**config.mk**
```make
export PLATFORM = sky130hd
export DESIGN_NAME = apt3d_post_lane
export DESIGN_NICKNAME = d
export VERILOG_FILES = /design/src/rtl/apt3d_pkg.sv /design/src/rtl/apt3d_post_lane.sv
export SDC_FILE = /design/constraint.sdc
export NUM_CORES = 2
export LEC_CHECK = 0
export ABC_AREA = 1
export BUFFER_PORTS_ARGS = -buffer_cell sky130_fd_sc_hd__buf_2
export CORE_MARGIN = 4
export CORE_UTILIZATION = 30
export DETAILED_ROUTE_END_ITERATION = 10
export MAX_ROUTING_LAYER = met4
export PLACE_DENSITY = 0.54
export SETUP_SLACK_MARGIN = 0.1
export SLEW_MARGIN = 0
export SYNTH_ARGS = -nofsm -noshare
export SYNTH_HDL_FRONTEND = slang
export SYNTH_SLANG_ARGS = --single-unit
```
**constraint.sdc**
```tcl
create_clock -name clock -period 9.05 [get_ports clock]
set_input_delay 1.3575 -clock clock [delete_from_list [all_inputs] [get_ports clock]]
set_output_delay 1.3575 -clock clock [all_outputs]
set_load 0.05 [all_outputs]
```
**src/rtl/apt3d_pkg.sv**
```systemverilog
// shared types, constants and helpers for the 3d affine point transform unit
// no dependencies; every rtl file of the block imports this package
package apt3d_pkg;

   localparam int COORD_W    = 32;               // signed q16.16 coordinate
   localparam int COEF_W     = 16;               // q2.14 matrix entry or q8.8 scale
   localparam int CSR_W      = 3 * COEF_W;       // widest configuration register
   localparam int NUM_AXES   = 3;
   localparam int PROD_W     = COORD_W + COEF_W; // coordinate times coefficient
   localparam int WIDE_W     = PROD_W + 2;       // room for a sum of three products
   localparam int SCALE_FRAC = 8;
   localparam int ROT_FRAC   = 14;
   localparam int SCALE_HALF = 1 << (SCALE_FRAC - 1);
   localparam int ROT_HALF   = 1 << (ROT_FRAC - 1);

   typedef logic signed [COORD_W-1:0] coord_type;
   typedef logic signed [COEF_W-1:0]  coef_type;
   typedef logic signed [PROD_W-1:0]  prod_type;
   typedef logic signed [WIDE_W-1:0]  wide_type;
   typedef logic        [CSR_W-1:0]   csr_data_type;

   typedef enum logic [2:0] {
      CSR_ROTATION_ROW0         = 3'd0,
      CSR_ROTATION_ROW1         = 3'd1,
      CSR_ROTATION_ROW2         = 3'd2,
      CSR_AXIS_SCALE            = 3'd3,
      CSR_AXIS_RECIPROCAL_SCALE = 3'd4,
      CSR_OFFSET_X              = 3'd5,
      CSR_OFFSET_Y              = 3'd6,
      CSR_OFFSET_Z              = 3'd7
   } csr_index_type;

   typedef struct packed {
      logic      operation;
      logic      is_direction;
      coord_type in_x;
      coord_type in_y;
      coord_type in_z;
   } req_type;

   typedef struct packed {
      coord_type out_x;
      coord_type out_y;
      coord_type out_z;
      logic      overflow;
   } rsp_type;

   // per-stage request flags plus the overflow gathered so far
   typedef struct packed {
      logic inverse;
      logic direction;
      logic ovf;
   } ctl_type;

   typedef struct packed {
      logic ld_raw;
      logic ld_pre;
      logic ld_prod;
   } pre_en_type;

   typedef struct packed {
      logic ld_raw;
      logic ld_out;
   } post_en_type;

   typedef struct packed {
      logic      ovf;
      coord_type val;
   } sat_type;

   // clamp a wide signed value to the coordinate range
   function automatic sat_type sat_coord(input wide_type v);
      sat_type r;
      logic    hi_same;
      hi_same = (&v[WIDE_W-1:COORD_W-1]) || !(|v[WIDE_W-1:COORD_W-1]);
      r.ovf   = !hi_same;
      if (hi_same) begin
         r.val = v[COORD_W-1:0];
      end else if (v[WIDE_W-1]) begin
         r.val = {1'b1, {(COORD_W-1){1'b0}}};
      end else begin
         r.val = {1'b0, {(COORD_W-1){1'b1}}};
      end
      return r;
   endfunction

endpackage

```
**src/rtl/apt3d_post_lane.sv**
```systemverilog
// one axis lane after the rotation: translation or reciprocal scale
// depends on apt3d_pkg
module apt3d_post_lane (
   input  logic                  clock,
   input  apt3d_pkg::post_en_type en,
   input  apt3d_pkg::ctl_type    ctl_rot_stage,
   input  apt3d_pkg::ctl_type    ctl_raw_stage,
   input  apt3d_pkg::coord_type  value,
   input  apt3d_pkg::coord_type  offset,
   input  apt3d_pkg::coef_type   scale,
   output apt3d_pkg::coord_type  result,
   output logic                  ovf
);
   import apt3d_pkg::*;

   prod_type  raw_ff, raw_in;
   coord_type out_ff;
   logic      ovf_ff;
   wide_type  raw_wide, post_val;
   sat_type   post_sat;

   always_comb begin
      if (ctl_rot_stage.direction) begin
         raw_in = prod_type'(value);
      end else if (!ctl_rot_stage.inverse) begin
         raw_in = prod_type'(value) + prod_type'(offset);
      end else begin
         raw_in = prod_type'(value) * prod_type'(scale);
      end
   end

   always_comb begin
      raw_wide = wide_type'(raw_ff);
      if (ctl_raw_stage.inverse && !ctl_raw_stage.direction) begin
         post_val = (raw_wide + wide_type'(SCALE_HALF)) >>> SCALE_FRAC;
      end else begin
         post_val = raw_wide;
      end
      post_sat = sat_coord(post_val);
   end

   always_ff @(posedge clock) begin
      if (en.ld_raw) begin
         raw_ff <= raw_in;
      end
      if (en.ld_out) begin
         out_ff <= post_sat.val;
         ovf_ff <= post_sat.ovf;
      end
   end

   assign result = out_ff;
   assign ovf    = ovf_ff;

endmodule

```
### Yosys cells after proc, flatten, opt, wreduce, memory -nomap -nowiden

Cells that the tools add are included.

| storage, ports and cells | value |
|---|---|
| register bits after elaboration | 81 |
| bits of input ports | 89 |
| logic and storage cells | 18 |

| cells by class | value |
|---|---|
| add/subtract/negate cells | 2 |
| $mul | 1 |
| multiplexer cells | 5 |
| reduce and logical (&&, ||, !) cells | 7 |

Operators by type and width:

| cell | count |
|---|---|
| $mux 48 | 2 |
| $mux 32 | 2 |
| $mux 50 | 1 |
| $add 48x9->49 const B | 1 |
| $mul 32x16->48 | 1 |
| $add 32x32->33 | 1 |
| $reduce_and 19->1 | 1 |
| $reduce_or 19->1 | 1 |
| $logic_not 1->1 | 3 |
| $logic_and 1x1->1 | 1 |
| $logic_or 1x1->1 | 1 |

### Depth between registers and ports, before layout

| logic depth | value |
|---|---|
| depth after elaboration | 7 |
| mapped depth | 30 |

### Worst setup path before layout

OpenSTA, ideal clock, no wires.

| timing | value |
|---|---|
| path kind | input to register |
| start | input port value[31] |
| end | register raw_ff[47] (data pin) |
| setup time | 0.259 ns |
| arrival | 6.803 ns |
| required time | 8.791 ns |
| setup slack | 1.988 ns |
| stages | 24 |
| path buffers | 2 |
| cells stage by stage | clkbuf_1 -> clkbuf_1 -> nand2_1 -> fa_1 -> inv_1 -> fa_1 -> fa_1 -> inv_1 -> fa_1 -> inv_1 -> fa_1 -> fa_1 -> ha_1 -> inv_1 -> nor3_1 -> inv_1 -> nor3_1 -> nand3_1 -> nand3b_1 -> nand2_1 -> nand3_1 -> nand2_1 -> nand2_1 -> nand2_1 |

| on the way | value |
|---|---|
| cells in the longest elaborated chain, start to end | 3 |
| elaborated cells on any way between the ends | 4 |
| classes of those cells | add/sub: 1; mul: 1; mux: 2 |

RTL lines:

| element | line | text |
|---|---|---|
| start: declaration | apt3d_post_lane.sv:8 | `input apt3d_pkg::coord_type value,` |
| $mul 32x16->48 or $add 32x32->33 (tied branches) | apt3d_post_lane.sv:28, apt3d_post_lane.sv:26 |  |
| $mux 48 | apt3d_post_lane.sv:25 | `end else if (!ctl_rot_stage.inverse) begin` |
| $mux 48 (*) | apt3d_post_lane.sv:23 | `if (ctl_rot_stage.direction) begin` |
| net raw_in[47] | apt3d_post_lane.sv:16 | `prod_type raw_ff, raw_in;` |
| end signal: assignment | apt3d_post_lane.sv:44 | `raw_ff <= raw_in;` |
| end: declaration | apt3d_post_lane.sv:16 |  |

The timed path passes the listed nets; every way through them passes the cells marked *.
A chain may end at the register's enable or synchronous reset.

### Worst setup path in the final report

| timing | value |
|---|---|
| start | input port scale[1] |
| end | register raw_ff[29] (data pin) |

| on the way | value |
|---|---|
| cells in the longest elaborated chain, start to end | 3 |

RTL lines:

| element | line | text |
|---|---|---|
| start: declaration | apt3d_post_lane.sv:10 | `input apt3d_pkg::coef_type scale,` |
| $mul 32x16->48 | apt3d_post_lane.sv:28 | `raw_in = prod_type'(value) * prod_type'(scale);` |
| $mux 48 | apt3d_post_lane.sv:25 |  |
| $mux 48 | apt3d_post_lane.sv:23 |  |
| net raw_in[29] | apt3d_post_lane.sv:16 |  |

The timed path passes the listed nets, and every way through them passes these cells.

==> impl_metrics.toml <==
[outcome]
outcome = "finished, final reports clean"

[routing]
first_iter_violations = 1490
wl_per_cell_um = 17.3
post-route-drc-count = 0
route.vias.total = 22600
dr.pass1.iters = 5
ant_nets = 0
avgViaCountPerCell = 4.67
wirelength_mm = 83.8

[placement]
place.gp.congestion = 0.970
io_buffer_count = 119
hpwl_mm = 69.9

[sta]
relSlewSlack_pct = 30.6
max_freq_mhz = 131
rsz0062_at_grt = "no"
max_slew.worst_pin.slew_ps = 1040
drv_slew = 0
skew_ps = 6.42
tns_ps = 0
hold_viol = 0
period_needed_ps = 7660
setup_viol = 0
timing.final.crit_share_pct = 84.6

[yosys]
netlist_instances = 3672
synth_common_cells = "1031 x nand2_1, 931 x inv_1, 487 x fa_1, 279 x nor2_1, 147 x ha_1"
synth_seq_area_share_pct = 9.26
syn_nets = 4395
synth-main-ff-cell = "edfxtp_1"
synth_edf_count = 81
ys_types = 39
netlist_area_mm2 = 0.0263
synth_top_area_share_pct = 37.1
syn_avg_cell_area_um2 = 7.16
yosysTopAreaCell = "fa_1"
ys_seq_elements = 81
synthTopCellsByArea = "fa_1 37%, nand2_1 15%, inv_1 13%"
synth.most_common_cell = "nand2_1"
async_flop_share_pct = 0
yosys_warnings = 0

[setup_path]
crit_type = "in -> reg"
path_delay_family = "adder cells"
path_cells = "buf_2 -> buf_4 -> nand2_1 -> inv_1 -> fa_1 -> fa_1 -> ha_1 -> fa_1 -> inv_1 -> fa_1 -> fa_1 -> inv_1 -> ha_1 -> a21oi_1 -> a21boi_0 -> o21ai_0 -> nand2_1 -> nand3_1 -> o21ai_0 -> a31oi_1"
cp-start-kind = "input pin"
worst_ep_required_time_ps = 9120
r2r_slack_ps = 5290
critPathArrivalTime_ps = 7720
cp_max_fo = 22
path_common_cell = "fa_1"
path_depth = 20
r2r_start = "raw_ff[7]"
r2r_cells = 10
cpMaxStageDelayCell = "a21boi_0"
cpPeakStageDelay_ps = 710
cp.buffers_inverters = 5
end_kind = "flip-flop"
timing.rr.end = "result[20]"

[cts]
clockBufferDepth = 2
tritoncts = "built"
post-cts-setup-buffers = 0
ctsResizeCount = 0
path_clk_slew_ps = 60
numCtsBuffers = 9
cts_num_sinks = 81
cts_max_level = 3
clock_latency_ps = 340
holdBufCountCts = 0
root_buffer = "clkbuf_16"

[hold_path]
hp-class = "reg -> reg"
worstHoldEndpoint = "result[0]"
min_path_cells = 4
min_from = "raw_ff[0]"

[layout]
synthToLayoutAreaGrowth_pct = 7.40
final_nets = 4402
diodes = 0
drive_above_1_share_pct = 4.99

[grt]
grt_max_degree = 67
antenna_found_initial = 0
grt_pass1_vias = 22800
grt_usage_pct = 18.6
grt_pass1_wl_mm = 132
overflow = 0

[die]
fp.dieW_um = 304
core_mm2 = 0.0869
num_rows = 108
initial_core_util_pct = 30.2
die-area_mm2 = 0.0924
die_y_um = 304
io-pin-count = 122

[flow_run]
drv_cap = 0
final cells by class:
class | instances | area (µm²)
Timing Repair Buffer | 142 | 768
Fill cell | 9467 | 58700
Tap cell | 1155 | 1450
Multi-Input combinational cell | 2512 | 19800
Clock inverter | 5 | 80.1
Inverter | 933 | 3500
Sequential cell | 81 | 2430
Clock buffer | 11 | 233
stage by stage:
step / util [%] / cells / setup WS (ps) / hold slack, ps / cell area, µm²
global route: 32.5 / 4839 / 1000 / 672 / 28200
finish: 32.5 / 4839 / 1390 / 635 / 28200
detailed placement: 32.1 / 4823 / 1060 / 613 / 27900
global placement: 32.1 / 4823 / 1110 / 614 / 27900
floorplan: - / 3672 / 1990 / 573 / 26300
CTS: 32.5 / 4839 / 1410 / 629 / 28200
state kept, by name (all words and copies together), names as in the netlist:
register and count:
raw_ff 48, result 32, ovf 1
layer usage:
metal | global-route usage (%) | up-vias | routed length, µm
li1 | - | 10800 | -
met1 | 26.6 | 11100 | 39800
met2 | 28.7 | 614 | 37600
met3 | 2.60 | 65 | 5040
met4 | 2.83 | 0 | 1330
met5 | - | - | 0
worst reg2reg max path: cells and delay by family, from the launching register on:
family,cells,cell delay [ps]
flops,1,550
simple gates,9,2510
fa+ha+maj,1,420
cell families after synthesis:
logic type | share of synthesized area, %
AOI/OAI and AO/OA | 6.64
DFF | 9.26
buffers and inverters | 15.6
and+or+nand+nor | 23.0
xor gates and xnor gates | 1.43
adders and majority gates | 44.1
cell usage in the layout (no fill, tap or decap), drive strengths merged, types with 81 or more instances in the layout:
| cell type | n |
|---|---|
| nand2 | 1038 |
| inv | 932 |
| fa | 487 |
| nor2 | 287 |
| ha | 147 |
| buf | 142 |
| o21ai | 129 |
| a21oi | 125 |
| nand3 | 114 |
| edfxtp | 81 |
worst max path at each step:
stage,from,endpoint,slack (ps)
6_report,scale[1],raw_ff[29],1390
3_3_place_gp,scale[15],raw_ff[36],1110
2_1_floorplan,value[31],raw_ff[47],1990
5_1_grt,scale[2],raw_ff[47],1000
4_1_cts,scale[2],raw_ff[47],1410
3_5_place_dp,scale[2],raw_ff[47],1060
Power is not shown: default switching activity piles up to over one toggle a cycle in this logic, so the estimate is an artifact.
