===== src/rtl/apt3d_pkg.sv =====
// shared types, constants and helpers for the 3d affine point transform unit
// no dependencies; every rtl file of the block imports this package
package apt3d_pkg;

   localparam int COORD_W    = 32;               // signed q16.16 coordinate
   localparam int COEF_W     = 16;               // q2.14 matrix entry or q8.8 scale
   localparam int CSR_W      = 3 * COEF_W;       // widest configuration register
   localparam int NUM_AXES   = 3;
   localparam int PROD_W     = COORD_W + COEF_W; // coordinate times coefficient
   localparam int WIDE_W     = PROD_W + 2;       // room for a sum of three products
   localparam int SCALE_FRAC = 8;
   localparam int ROT_FRAC   = 14;
   localparam int SCALE_HALF = 1 << (SCALE_FRAC - 1);
   localparam int ROT_HALF   = 1 << (ROT_FRAC - 1);

   typedef logic signed [COORD_W-1:0] coord_type;
   typedef logic signed [COEF_W-1:0]  coef_type;
   typedef logic signed [PROD_W-1:0]  prod_type;
   typedef logic signed [WIDE_W-1:0]  wide_type;
   typedef logic        [CSR_W-1:0]   csr_data_type;

   typedef enum logic [2:0] {
      CSR_ROTATION_ROW0         = 3'd0,
      CSR_ROTATION_ROW1         = 3'd1,
      CSR_ROTATION_ROW2         = 3'd2,
      CSR_AXIS_SCALE            = 3'd3,
      CSR_AXIS_RECIPROCAL_SCALE = 3'd4,
      CSR_OFFSET_X              = 3'd5,
      CSR_OFFSET_Y              = 3'd6,
      CSR_OFFSET_Z              = 3'd7
   } csr_index_type;

   typedef struct packed {
      logic      operation;
      logic      is_direction;
      coord_type in_x;
      coord_type in_y;
      coord_type in_z;
   } req_type;

   typedef struct packed {
      coord_type out_x;
      coord_type out_y;
      coord_type out_z;
      logic      overflow;
   } rsp_type;

   // per-stage request flags plus the overflow gathered so far
   typedef struct packed {
      logic inverse;
      logic direction;
      logic ovf;
   } ctl_type;

   typedef struct packed {
      logic ld_raw;
      logic ld_pre;
      logic ld_prod;
   } pre_en_type;

   typedef struct packed {
      logic ld_raw;
      logic ld_out;
   } post_en_type;

   typedef struct packed {
      logic      ovf;
      coord_type val;
   } sat_type;

   // clamp a wide signed value to the coordinate range
   function automatic sat_type sat_coord(input wide_type v);
      sat_type r;
      logic    hi_same;
      hi_same = (&v[WIDE_W-1:COORD_W-1]) || !(|v[WIDE_W-1:COORD_W-1]);
      r.ovf   = !hi_same;
      if (hi_same) begin
         r.val = v[COORD_W-1:0];
      end else if (v[WIDE_W-1]) begin
         r.val = {1'b1, {(COORD_W-1){1'b0}}};
      end else begin
         r.val = {1'b0, {(COORD_W-1){1'b1}}};
      end
      return r;
   endfunction

endpackage


===== src/rtl/apt3d_merge.sv =====
// merging stage: sums the lane products per matrix row, rounds and clamps
// depends on apt3d_pkg
module apt3d_merge (
   input  logic                 clock,
   input  logic                 load,
   input  apt3d_pkg::prod_type  prod [apt3d_pkg::NUM_AXES][apt3d_pkg::NUM_AXES],
   output apt3d_pkg::coord_type res  [apt3d_pkg::NUM_AXES],
   output logic                 ovf
);
   import apt3d_pkg::*;

   coord_type res_ff [NUM_AXES];
   coord_type res_in [NUM_AXES];
   logic      ovf_ff, ovf_in;
   wide_type  sum    [NUM_AXES];
   sat_type   row_sat[NUM_AXES];

   // prod is indexed [lane][row]; the exact sum is rounded once
   always_comb begin
      ovf_in = 1'b0;
      for (int i = 0; i < NUM_AXES; i++) begin
         sum[i] = wide_type'(prod[0][i]) + wide_type'(prod[1][i])
                + wide_type'(prod[2][i]) + wide_type'(ROT_HALF);
         row_sat[i] = sat_coord(sum[i] >>> ROT_FRAC);
         res_in[i]  = row_sat[i].val;
         ovf_in     = ovf_in | row_sat[i].ovf;
      end
   end

   always_ff @(posedge clock) begin
      if (load) begin
         res_ff <= res_in;
         ovf_ff <= ovf_in;
      end
   end

   assign res = res_ff;
   assign ovf = ovf_ff;

endmodule


===== config.mk =====
export PLATFORM = sky130hd
export DESIGN_NAME = apt3d_merge
export DESIGN_NICKNAME = d
export VERILOG_FILES = /design/src/rtl/apt3d_pkg.sv /design/src/rtl/apt3d_merge.sv
export SDC_FILE = /design/constraint.sdc
export NUM_CORES = 1
export LEC_CHECK = 0
export BUFFER_PORTS_ARGS = -buffer_cell sky130_fd_sc_hd__buf_2
export CAP_MARGIN = 20
export CORE_ASPECT_RATIO = 1.1
export CORE_MARGIN = 10
export CORE_UTILIZATION = 33
export DETAILED_ROUTE_END_ITERATION = 7
export SYNTH_ARGS = -nofsm -noshare
export SYNTH_HDL_FRONTEND = slang
export SYNTH_SLANG_ARGS = --single-unit

===== constraint.sdc =====
create_clock -name clock -period 4.8 [get_ports clock]
set_clock_uncertainty 0.2 [all_clocks]
set_input_delay 0.96 -clock clock [delete_from_list [all_inputs] [get_ports clock]]
set_output_delay 0.96 -clock clock [all_outputs]
set_load 0.1 [all_outputs]

After elaboration in Yosys (flattened, before gate mapping)
Index checks and enable logic that the tools add are counted.
{"block": "totals", "out_inout_bits": 97, "input_bits": 434, "ff_bits": 97, "word_cells": 36}
{"block": "op_classes", "n_addsub": 9, "n_reduce_logical": 15, "n_mux": 6, "bitwise_logic": 2}
{"op": "two-way mux 32 bit", "n": 6}
{"op": "adder 49 x 48 -> 50 bit", "n": 3}
{"op": "adder 50 x 15 -> 50 bit (second input constant)", "n": 3}
{"op": "adder 48 x 48 -> 49 bit", "n": 3}
{"op": "AND reduction 5 bit", "n": 3}
{"op": "OR reduction 5 bit", "n": 3}
{"op": "zero test 1 bit", "n": 6}
{"op": "logical OR 1 bit", "n": 3}
{"op": "bitwise OR 1 bit", "n": 2}

Longest topological paths before layout
Gate-level depths: netlist (run 1).
{"block": "logic_depth", "ltp_word": 9, "mapped_depth": 18, "ltp_nobuf": 16}

Least setup slack after synthesis (run 1)
No wires, ideal clock.
{"block": "synth_path", "path_kind": "input to register", "startpoint": "input port prod[64] in the netlist's numbering", "endpoint": "register res_ff, in the netlist res[60] (data pin)", "required_ps": 4337, "setup_ps": 263, "slack_ps": -77, "path_stages": 16, "path_buffers": 1, "arrival_ps": 4414, "cell_sequence": "inv_1 > fa_1 > inv_1 > ha_1 > ha_1 > and2_1 > o2111ai_1 > a21oi_1 > o22ai_2 > o41a_2 > a31oi_2 > nor2_1 > xnor2_1 > o41ai_2 > buf_2 > o31ai_1"}
{"element": "start, declared", "line_no": "apt3d_merge.sv:6", "source": "input apt3d_pkg::prod_type prod [apt3d_pkg::NUM_AXES][apt3d_pkg::NUM_AXES],"}
{"element": "end signal, assigned", "line_no": "apt3d_merge.sv:32", "source": "res_ff <= res_in;"}
{"element": "end, declared", "line_no": "apt3d_merge.sv:12", "source": "coord_type res_ff [NUM_AXES];"}

==> results of run 1 <==
## layout make-up
type	count	area, um^2
clock buffers	9	225
repair buffers	871	5390
fillers	4532	24200
clock inverters	7	109
well taps	637	797
flip-flops and latches	97	2910
inverters	226	851
multi-input cells	1275	12400
## registers in the layout, summed over array words and instances, names as in the netlist
name,count
ovf,1
res,96
## timing repair
item | CTS | global route
gates resized for setup | 20 | 103
pin swaps | 3 | 44
cloned | 0 | 6
setup endpoints to repair | 66 | 94
buffers inserted | 0 | 9
## synth_stat cells (all sizes together), types with 9 or more instances
master / number
a21o: 98
nand4: 33
buf: 20
a211oi: 11
ha: 282
nand2: 75
nor2: 49
o21bai: 18
xor2: 36
fa: 141
a21oi: 138
nand3: 27
and2: 9
xnor2: 63
o21ai: 127
nor3: 16
nand2b: 11
edfxtp: 97
a31oi: 14
and3: 10
clkbuf: 27
inv: 226
## critical path, delay by kind of cell
kind                       cells  cell delay (ns)
AOI/OAI and AO/OA              8             1.69
adders and majority gates      3             1.12
xor gates and xnor gates       1             0.18
buffers and inverters          4             0.60
and+or+nand+nor                1             0.08
## per-stage QoR
stage                     instance area, um^2  util [%]  instances  TNS (ns)  total power, W
final                                   22600      48.4       3122         0          0.0115
after global routing                    22600      48.4       3122    -0.174          0.0123
after CTS                               22000      46.9       3107         0          0.0112
after detailed placement                21500      46.0       3091    -42.64          0.0102
after global placement                  21500      46.0       3091    -37.43          0.0102
after floorplan                         15800         -       1645         0         0.00741
## per-layer routing
layer	GRT usage [%]	up-vias	part of all wire, %
li1	-	7532	-
met1	23.0	7239	43
met2	34.7	394	51
met3	3.55	52	4.7
met4	4.79	0	2.1
met5	0	-	0
## worst min-delay path by stage
stage          from                 to  slack (ns)  cells past startpoint
6_report       load  res[57]$_DFFE_PP_        0.97                      1
5_1_grt        load  res[57]$_DFFE_PP_        0.98                      1
4_1_cts        load  res[53]$_DFFE_PP_        0.96                      1
3_5_place_dp   load  res[53]$_DFFE_PP_        1.36                      1
3_3_place_gp   load  res[59]$_DFFE_PP_        1.35                      1
2_1_floorplan  load      ovf$_DFFE_PP_        0.87                      0
## cell families after synthesis
family                   share of synthesized area (%)
AO/OA/AOI/OAI                                     19.6
XOR/XNOR                                          5.58
adder cells (fa/ha/maj)                           40.5
buffers and inverters                             6.79
flip-flops                                        18.6
multiplexers                                     0.207
AND/OR/NAND/NOR                                   8.82
## power by group
part / internal [W] / switching, W
combinational: 0.00321 / 0.00585
clock: 0.000469 / 0.000388
sequential: 0.00149 / 0.000134
==> results by group, run 1 <==
Die
  – Rows: 83
  – Die area: 0.0567 mm^2
  – Initial core utilization: 33.5%
  – Core footprint: 0.0468 mm^2
  – Die height: 249 um
  – Die width: 228 um
  – Boundary pin count: 531

Clock network
  – H-Tree Depth: 3
  – Clock buffer depth: 2
  – CTS Hold Bufs: 0
  – CTS tree: yes
  – Root buffer cell: clkbuf_16
  – Clk sink count: 97
  – CTS Buf Count: 9
  – Clock-pin slew on the worst setup and hold paths: 0.08 ns

Cells and area
  – Layout net count: 3,337
  – Leading cell types in the layout, fill and taps excluded: buf_2 (529), buf_4 (326), ha_1 (267)
  – Share of layout cells above drive strength 1: 40.4%
  – Commonest non-fill, non-tap cell in the layout: buf_2
  – Ant diodes: 0
  – Area grow syn2layout: 44.4%

Worst setup path
  – CP Data Required Time: 4.71 ns
  – Critical Path, Cell by Cell: buf_2 -> fa_1 -> ha_1 -> ha_1 -> buf_4 -> o21a_1 -> o21ai_0 -> a21oi_2 -> o22ai_4 -> o41a_4 -> a31oi_4 -> nor3_4 -> xnor2_2 -> o41ai_4 -> buf_6 -> buf_12 -> o21ai_0
  – Startpoint types: input pin
  – Crit-path max FO: 8
  – Biggest cell delay along the critical path: 0.54 ns
  – Worst setup path start: prod[58]
  – Crit path capture: res[36]$_DFFE_PP_
  – Worst Path Class, Setup: input pin to register
  – Crit path DAT: 4.64 ns
  – Critical path capture point type: register
  – Slowest library cell on the worst path: fa_1

Worst hold path
  – Hold Path Class: input pin to register

Yosys
  – Avg Cell Area, Syn: 9.54 um^2
  – Ys Warns: 0
  – Mapped Area: 0.0157 mm^2
  – Post-synth EDFFs: 97
  – Top_reg_cell synth: edfxtp_1
  – Dominant cells by area after synthesis: ha_1 (22%), edfxtp_1 (19%), fa_1 (18%), inv_1 (5.4%), a21o_1 (4.7%)
  – Share of the synthesized area in the top cell type: 22.5%
  – Mapped Cells: 1,645
  – Synthesized flop and latch total: 97
  – Net Count, Synth: 2,502
  – Cell taking the most area after synthesis: ha_1
  – Unique masters post-synth: 75
  – Ys async rst share: 0%
  – Sequential share of the synthesized area: 18.6%

Placement
  – PortBufs: 530
  – Gpl congestion: 0.943
  – Final HPWL DP: 49,200 um
  – Dpl ws: -0.594 ns

Global route
  – Total grt overflow: 0
  – Vias in the first global route: 17.0k
  – Largest net degree at the start of global routing: 51
  – Overall routing resource usage: 19.2%
  – Initial antenna violation count: 0
  – First-pass GRT wire length: 88,200 um

Power
  – Leak: 11.7 nW
  – PD cells: 509 mW/mm^2
  – Peak supply drop: 0.464 mV

STA
  – Least-Margin Pin Slew: 0.717 ns
  – Worst hold slack: 0.967 ns
  – Fin. Hold Viols: 0
  – Tmin final: 4.73 ns
  – Slew margin rel.: 52.2%
  – Final setup viols: 0
  – Max Slew Vio Count: 0
  – RSZ-0062 raised after global routing: true
  – Fin crit share: 98.6%
  – Setup ws final: 0.0679 ns
  – Peak Freq: 211 MHz

Run status
  – Status: finished, final reports clean

Job
  – Max cap viols: 0

Detailed routing
  – Post-DR vias/cell: 4.87
  – Drt drc: 0
  – DR WL/cell: 18.1 um
  – DR iter-0 viols: 473
  – Routed vias: 15.2k
  – DRT Pass-1 Iters: 4
  – Antenna Nets Post-Route: 0
  – Routed WL: 56,600 um
No activity file was read; power rests on OpenSTA's default activity.
==> inputs of run 2 (changes only) <==
- REMOVE_ABC_BUFFERS: default -> 1
==> run 2 against run 1 <==
- wire length down 0.76%
- final cell count up 0.64%
- critical path depth down 1
- first-iteration DRC count up 29%
- count of clock-buffer cells in the layout up 2
- maximum frequency down 0.65%
- critical endpoint is now ovf$_DFFE_PP_
- final area up 2.8%
==> results by group, run 2 (synthesized netlist as in run 1, its figures left out) <==
Detailed routing
  – Antenna Nets Post-Route: 0 (unchanged)
  – DR iter-0 viols: 612 (+29%)
  – DR WL/cell: 17.9 um (-1.4%)
  – Routed vias: 15.3k (+0.41%)
  – DRT Pass-1 Iters: 5 (+1)
  – Routed WL: 56,200 um (-0.76%)
  – Drt drc: 0 (unchanged)
  – Post-DR vias/cell: 4.86 (-0.23%)

Clock network
  – Clk sink count: 97 (unchanged)
  – H-Tree Depth: 3 (unchanged)
  – Root buffer cell: clkbuf_16
  – CTS Buf Count: 9 (unchanged)
  – Clock-pin slew on the worst setup and hold paths: 0.07 ns (about the same)
  – CTS tree: yes
  – Clock buffer depth: 2 (unchanged)
  – CTS Hold Bufs: 0 (unchanged)

Power
  – Sw power: 0.00639 W (+0.21%)
  – Leak: 11.8 nW (+0.66%)
  – Comb power frac: 79.4% (+0.9 points)
  – Peak supply drop: 0.287 mV (-38%)
  – Net Sw Frac: 54.5% (-0.73 points)
  – Clock share of power: 6.7% (-0.7 points)
  – PD cells: 503 mW/mm^2 (-1.2%)
  – Internal power: 0.00533 W (+3.2%)
  – Reg power frac: 13.9% (about the same)
  – Overall power: 0.0117 W (+1.6%)

STA
  – Tmin final: 4.76 ns (+0.0310 ns)
  – Fin crit share: 99.2% (+0.65 points)
  – Final setup viols: 0 (unchanged)
  – Least-Margin Pin Slew: 0.557 ns (-0.160 ns)
  – Slew margin rel.: 62.4% (+10 points)
  – Setup TNS: 0 ns (unchanged)
  – Peak Freq: 210 MHz (-0.65%)
  – Max Slew Vio Count: 0 (unchanged)
  – Setup ws final: 0.0369 ns (-0.0310 ns)
  – RSZ-0062 raised after global routing: true
  – Fin. Hold Viols: 0 (unchanged)

Placement
  – PortBufs: 530 (unchanged)
  – Final HPWL DP: 48,500 um (-1.5%)
  – Placed cells: 3,106 (+0.49%)
  – Gpl congestion: 0.917 (-2.8%)
  – Dpl ws: -0.697 ns (-0.103 ns)

Global route
  – Overall routing resource usage: 18.8% (-0.40 points)
  – Total grt overflow: 0 (unchanged)
  – Largest net degree at the start of global routing: 87 (+71%)
  – Vias in the first global route: 16.5k (-2.4%)
  – Initial antenna violation count: 0 (unchanged)
  – First-pass GRT wire length: 86,900 um (-1.4%)

Cells and area
  – Layout net count: 3,357 (+0.60%)
  – Commonest non-fill, non-tap cell in the layout: buf_2
  – Area grow syn2layout: 48.4%
  – Share of layout cells above drive strength 1: 42.4% (+1.9 points)
  – Final std cells w/o fill: 3,142 (+0.64%)
  – Post-layout util: 49.7% (+1.3 points)
  – Ant diodes: 0 (unchanged)
  – Leading cell types in the layout, fill and taps excluded: buf_2 (529), buf_4 (347), ha_1 (235)
  – Largest register FFs: 96 (unchanged)

Worst setup path
  – Critical Path, Cell by Cell: buf_2 -> fa_1 -> ha_1 -> ha_4 -> nand3_2 -> nor4_4 -> buf_4 -> nand4bb_1 -> a21oi_2 -> o311a_1 -> o21ai_4 -> a21oi_2 -> o21ai_4 -> o41ai_4 -> buf_4 -> o2111ai_2
  – Startpoint types: input pin
  – Crit path DAT: 4.66 ns (+0.02 ns)
  – Slowest library cell on the worst path: fa_1
  – Crit-path max FO: 7 (-1)
  – Critical path capture point type: register
  – Worst Path Class, Setup: input pin to register
  – Biggest cell delay along the critical path: 0.50 ns (-0.04 ns)
  – CP Data Required Time: 4.69 ns (-0.02 ns)

Job
  – Max cap viols: 0 (unchanged)

Worst hold path
  – Hold Path Sink: res[93]$_DFFE_PP_
  – Worst Hold Launch: load
  – Hold path cells: 1 (unchanged)
  – Hold Path Class: input pin to register

Run status
  – Status: finished, final reports clean

Die
  – Rows: 83 (unchanged)
  – Boundary pin count: 531 (unchanged)
  – Initial core utilization: 33.5% (unchanged)
  – Die height: 249 um (unchanged)
  – Die area: 0.0567 mm^2 (unchanged)
  – Core footprint: 0.0468 mm^2 (unchanged)
  – Die width: 228 um (unchanged)
[run 2: cell type report]
class	count	area, um^2
fill	4384	23600
sequential	97	2910
clock inverter	5	80.1
multi-input combinational	1275	12900
timing repair buffer	891	5530
inverter	226	848
clock buffer	11	233
tap	637	797
[run 2: worst max-delay path, delay by kind of cell]
family	cells	cell delay (ns)
compound gates	7	1.46
fa+ha+maj	3	1.14
buf+inv	3	0.49
simple gates	3	0.58
[run 2: metal layers]
metal	GRT usage [%]	vias to the layer above	part of all wire, %
met5	0	-	0
met4	4.12	0	1.6
met3	2.43	38	4.4
met2	34.9	399	52
met1	22.6	7278	42
li1	-	7564	-
[run 2: how the worst max path moves through the flow]
stage,start,end,depth (start not counted)
4_1_cts,prod[22],res[28]$_DFFE_PP_,17
3_3_place_gp,prod[106],ovf$_DFFE_PP_,16
6_report,prod[57],ovf$_DFFE_PP_,16
2_1_floorplan,prod[64],ovf$_DFFE_PP_,15
3_5_place_dp,prod[62],res[37]$_DFFE_PP_,19
5_1_grt,prod[57],ovf$_DFFE_PP_,16
[run 2: power by group through the flow]
stage	Combinational (W)	Clock, W	Sequential (W)
final	0.00930	0.000791	0.00163
after global routing	0.0100	0.000854	0.00166
after CTS	0.00877	0.000823	0.00164
after detailed placement	0.00861	0	0.00164
after global placement	0.00853	0	0.00166
after floorplan	0.00306	0	0.00422
[run 2: stage by stage]
stage / area (um^2) / hold slack [ns]
floorplan: 15500 / 0.872
global placement: 21600 / 1.11
detailed placement: 21600 / 1.11
CTS: 22200 / 0.730
global route: 23300 / 0.748
finish: 23300 / 0.746
[run 2: what timing repair did]
item	CTS	global route
gates resized for setup	41	149
cloned	0	4
pin swaps	11	70
setup buffers	4	14
setup endpoints to repair	94	93
==> inputs of run 3 (changes only) <==
- CORE_ASPECT_RATIO: 1.1 -> 2
==> run 3 against run 2 <==
- final cell count shrank 0.80%
- via count decreased by 1.0%
- worst hold slack gained 0.26 ns
- sequential power about the same
- count of clock-buffer cells in the layout stayed put
- clock power is 0.8% higher
- first-iteration DRC count fell by 9.8%
- final area is 1.3% lower
- combinational power shrank 0.6%
==> results by group, run 3 (synthesized netlist as in run 1, its figures left out) <==
Run status
  – Status: finished, final reports clean

Worst setup path
  – Largest delay share family, worst path: compound AO/OA/AOI/OAI gates
  – CP Data Required Time: 4.70 ns (about the same)
  – Biggest cell delay along the critical path: 0.58 ns (+0.08 ns)
  – WP buf/inv: 4 (+1)
  – Critical path capture point type: register
  – Startpoint types: input pin
  – Slowest library cell on the worst path: fa_1
  – Crit-path max FO: 8 (+1)
  – Worst Path Class, Setup: input pin to register
  – Critical Path, Cell by Cell: buf_2 -> fa_1 -> ha_4 -> ha_4 -> nand4_1 -> nor4_2 -> buf_4 -> o311ai_4 -> o41a_4 -> a31oi_4 -> nor2_2 -> xnor2_2 -> o41ai_4 -> buf_4 -> buf_12 -> o2111ai_4
  – Crit path DAT: 4.69 ns (+0.03 ns)
  – Crit path depth: 16 (unchanged)

Clock network
  – Root buffer cell: clkbuf_16
  – H-Tree Depth: 3 (unchanged)
  – CTS Hold Bufs: 0 (unchanged)
  – Clock-pin slew on the worst setup and hold paths: 0.07 ns (about the same)
  – Clock buffer depth: 2 (unchanged)
  – CTS Buf Count: 9 (unchanged)
  – Clk sink count: 97 (unchanged)
  – CTS tree: yes

Power
  – Peak supply drop: 0.360 mV (+26%)
  – Internal power: 0.00529 W (-0.74%)
  – Net Sw Frac: 54.6% (+0.070 points)
  – Sw power: 0.00636 W (-0.45%)
  – Comb power frac: 79.3% (about the same)
  – PD cells: 507 mW/mm^2 (+0.68%)
  – Leak: 11.8 nW (-0.28%)
  – Clock share of power: 6.8% (about the same)
  – Reg power frac: 13.8% (about the same)

STA
  – Max Slew Vio Count: 0 (unchanged)
  – Tmin final: 4.79 ns (+0.0300 ns)
  – Slew margin rel.: 42.1% (-20 points)
  – Fin crit share: 99.9% (+0.62 points)
  – Final setup viols: 0 (unchanged)
  – Fin. Hold Viols: 0 (unchanged)
  – RSZ-0062 raised after global routing: true
  – Peak Freq: 209 MHz (-0.63%)
  – Least-Margin Pin Slew: 0.868 ns (+0.311 ns)

Placement
  – Final HPWL DP: 46,100 um (-5.0%)
  – PortBufs: 530 (unchanged)
  – Placed cells: 3,078 (-0.90%)
  – Gpl congestion: 0.915 (-0.17%)

Die
  – Core footprint: 0.0472 mm^2 (+0.83%)
  – Boundary pin count: 531 (unchanged)
  – Initial core utilization: 33.2% (-0.27 points)
  – Die height: 328 um (+32%)
  – Die width: 174 um (-24%)
  – Die area: 0.0572 mm^2 (+0.92%)
  – Rows: 113 (+36%)

Cells and area
  – Layout net count: 3,337 (-0.60%)
  – Commonest non-fill, non-tap cell in the layout: buf_2
  – Leading cell types in the layout, fill and taps excluded: buf_2 (528), buf_4 (324), ha_1 (246)
  – Final std cells w/o fill: 3,117 (-0.80%)
  – Area grow syn2layout: 46.5%
  – Largest register FFs: 96 (unchanged)
  – Ant diodes: 0 (unchanged)
  – Share of layout cells above drive strength 1: 41.2% (-1.1 points)
  – Post-layout util: 48.7% (-1.0 points)

Global route
  – Total grt overflow: 0 (unchanged)
  – Vias in the first global route: 16.2k (-2.0%)
  – Overall routing resource usage: 17.8% (-1.0 points)
  – Largest net degree at the start of global routing: 62 (-29%)
  – Initial antenna violation count: 0 (unchanged)
  – First-pass GRT wire length: 82,500 um (-5.0%)

Detailed routing
  – Antenna Nets Post-Route: 0 (unchanged)
  – DR WL/cell: 17.3 um (-3.3%)
  – DR iter-0 viols: 552 (-9.8%)
  – Routed vias: 15.1k (-1.0%)
  – DRT Pass-1 Iters: 5 (unchanged)
  – Post-DR vias/cell: 4.85 (-0.25%)
  – Drt drc: 0 (unchanged)
  – Routed WL: 53,900 um (-4.1%)

Worst hold path
  – Hold path cells: 1 (unchanged)
  – Hold Path Class: input pin to register

Job
  – Max cap viols: 0 (unchanged)
-- run 3: cell types whose count changed in the layout (fill, tap and decap cells not counted), sizes merged --
cell / change
buf: -24
clkbuf: +4
clkinvlp: -1
inv: +1
-- run 3: path summary, 6_finish.rpt --
| kind | startpoint | end |
|---|---|---|
| worst min-delay path | load | res[22]$_DFFE_PP_ |
| worst max-delay path | prod[371] | ovf$_DFFE_PP_ |
-- run 3: area by class of cell --
type / count / area (um^2)
Clock buffer: 11 / 233
Timing Repair Buffer: 871 / 5450
Tap cell: 632 / 791
Sequential cell: 97 / 2910
Fill cell: 4611 / 24200
Inverter: 226 / 848
Clock inverter: 5 / 78.8
Multi-Input combinational cell: 1275 / 12700
-- run 3: repair_timing --
action / CTS / global route
cloned: 1 / 8
pin swaps: 12 / 51
setup endpoints to repair: 94 / 94
resized for setup: 42 / 112
endpoints found under the hold margin: 0 / 0
buffers inserted: 3 / 11
-- run 3: power groups by stage --
stage                     logic, W  registers [W]  clock network, W
after detailed placement   0.00847        0.00163                 0
after global placement     0.00842        0.00163                 0
after floorplan            0.00306        0.00422                 0
final                      0.00924        0.00161          0.000797
after CTS                  0.00867        0.00162          0.000826
after global routing       0.00997        0.00165          0.000853
-- run 3: per-layer routing --
layer | share of wire (%) | global-route usage (%) | wire [um] | vias to the layer above
met4 | 2.3 | 5.17 | 1260 | 0
met3 | 7.5 | 5.25 | 4060 | 51
met5 | 0 | 0 | 0 | -
li1 | - | - | - | 7532
met2 | 49 | 30.6 | 26600 | 492
met1 | 41 | 21.0 | 22000 | 7044
-- run 3: metrics by stage --
| stage | setup slack [ns] | TNS (ns) | power, W | hold slack, ns | area [um^2] |
|---|---|---|---|---|---|
| floorplan | -0.877 | -46.10 | 0.00729 | 0.872 | 15500 |
| global placement | -0.575 | -43.12 | 0.0100 | 1.39 | 21400 |
| detailed placement | -0.603 | -50.49 | 0.0101 | 1.39 | 21400 |
| CTS | 0.00293 | 0 | 0.0111 | 1.04 | 22000 |
| global route | -0.106 | -2.80 | 0.0125 | 1.05 | 23000 |
| finish | 0.00686 | 0 | 0.0117 | 1.01 | 23000 |
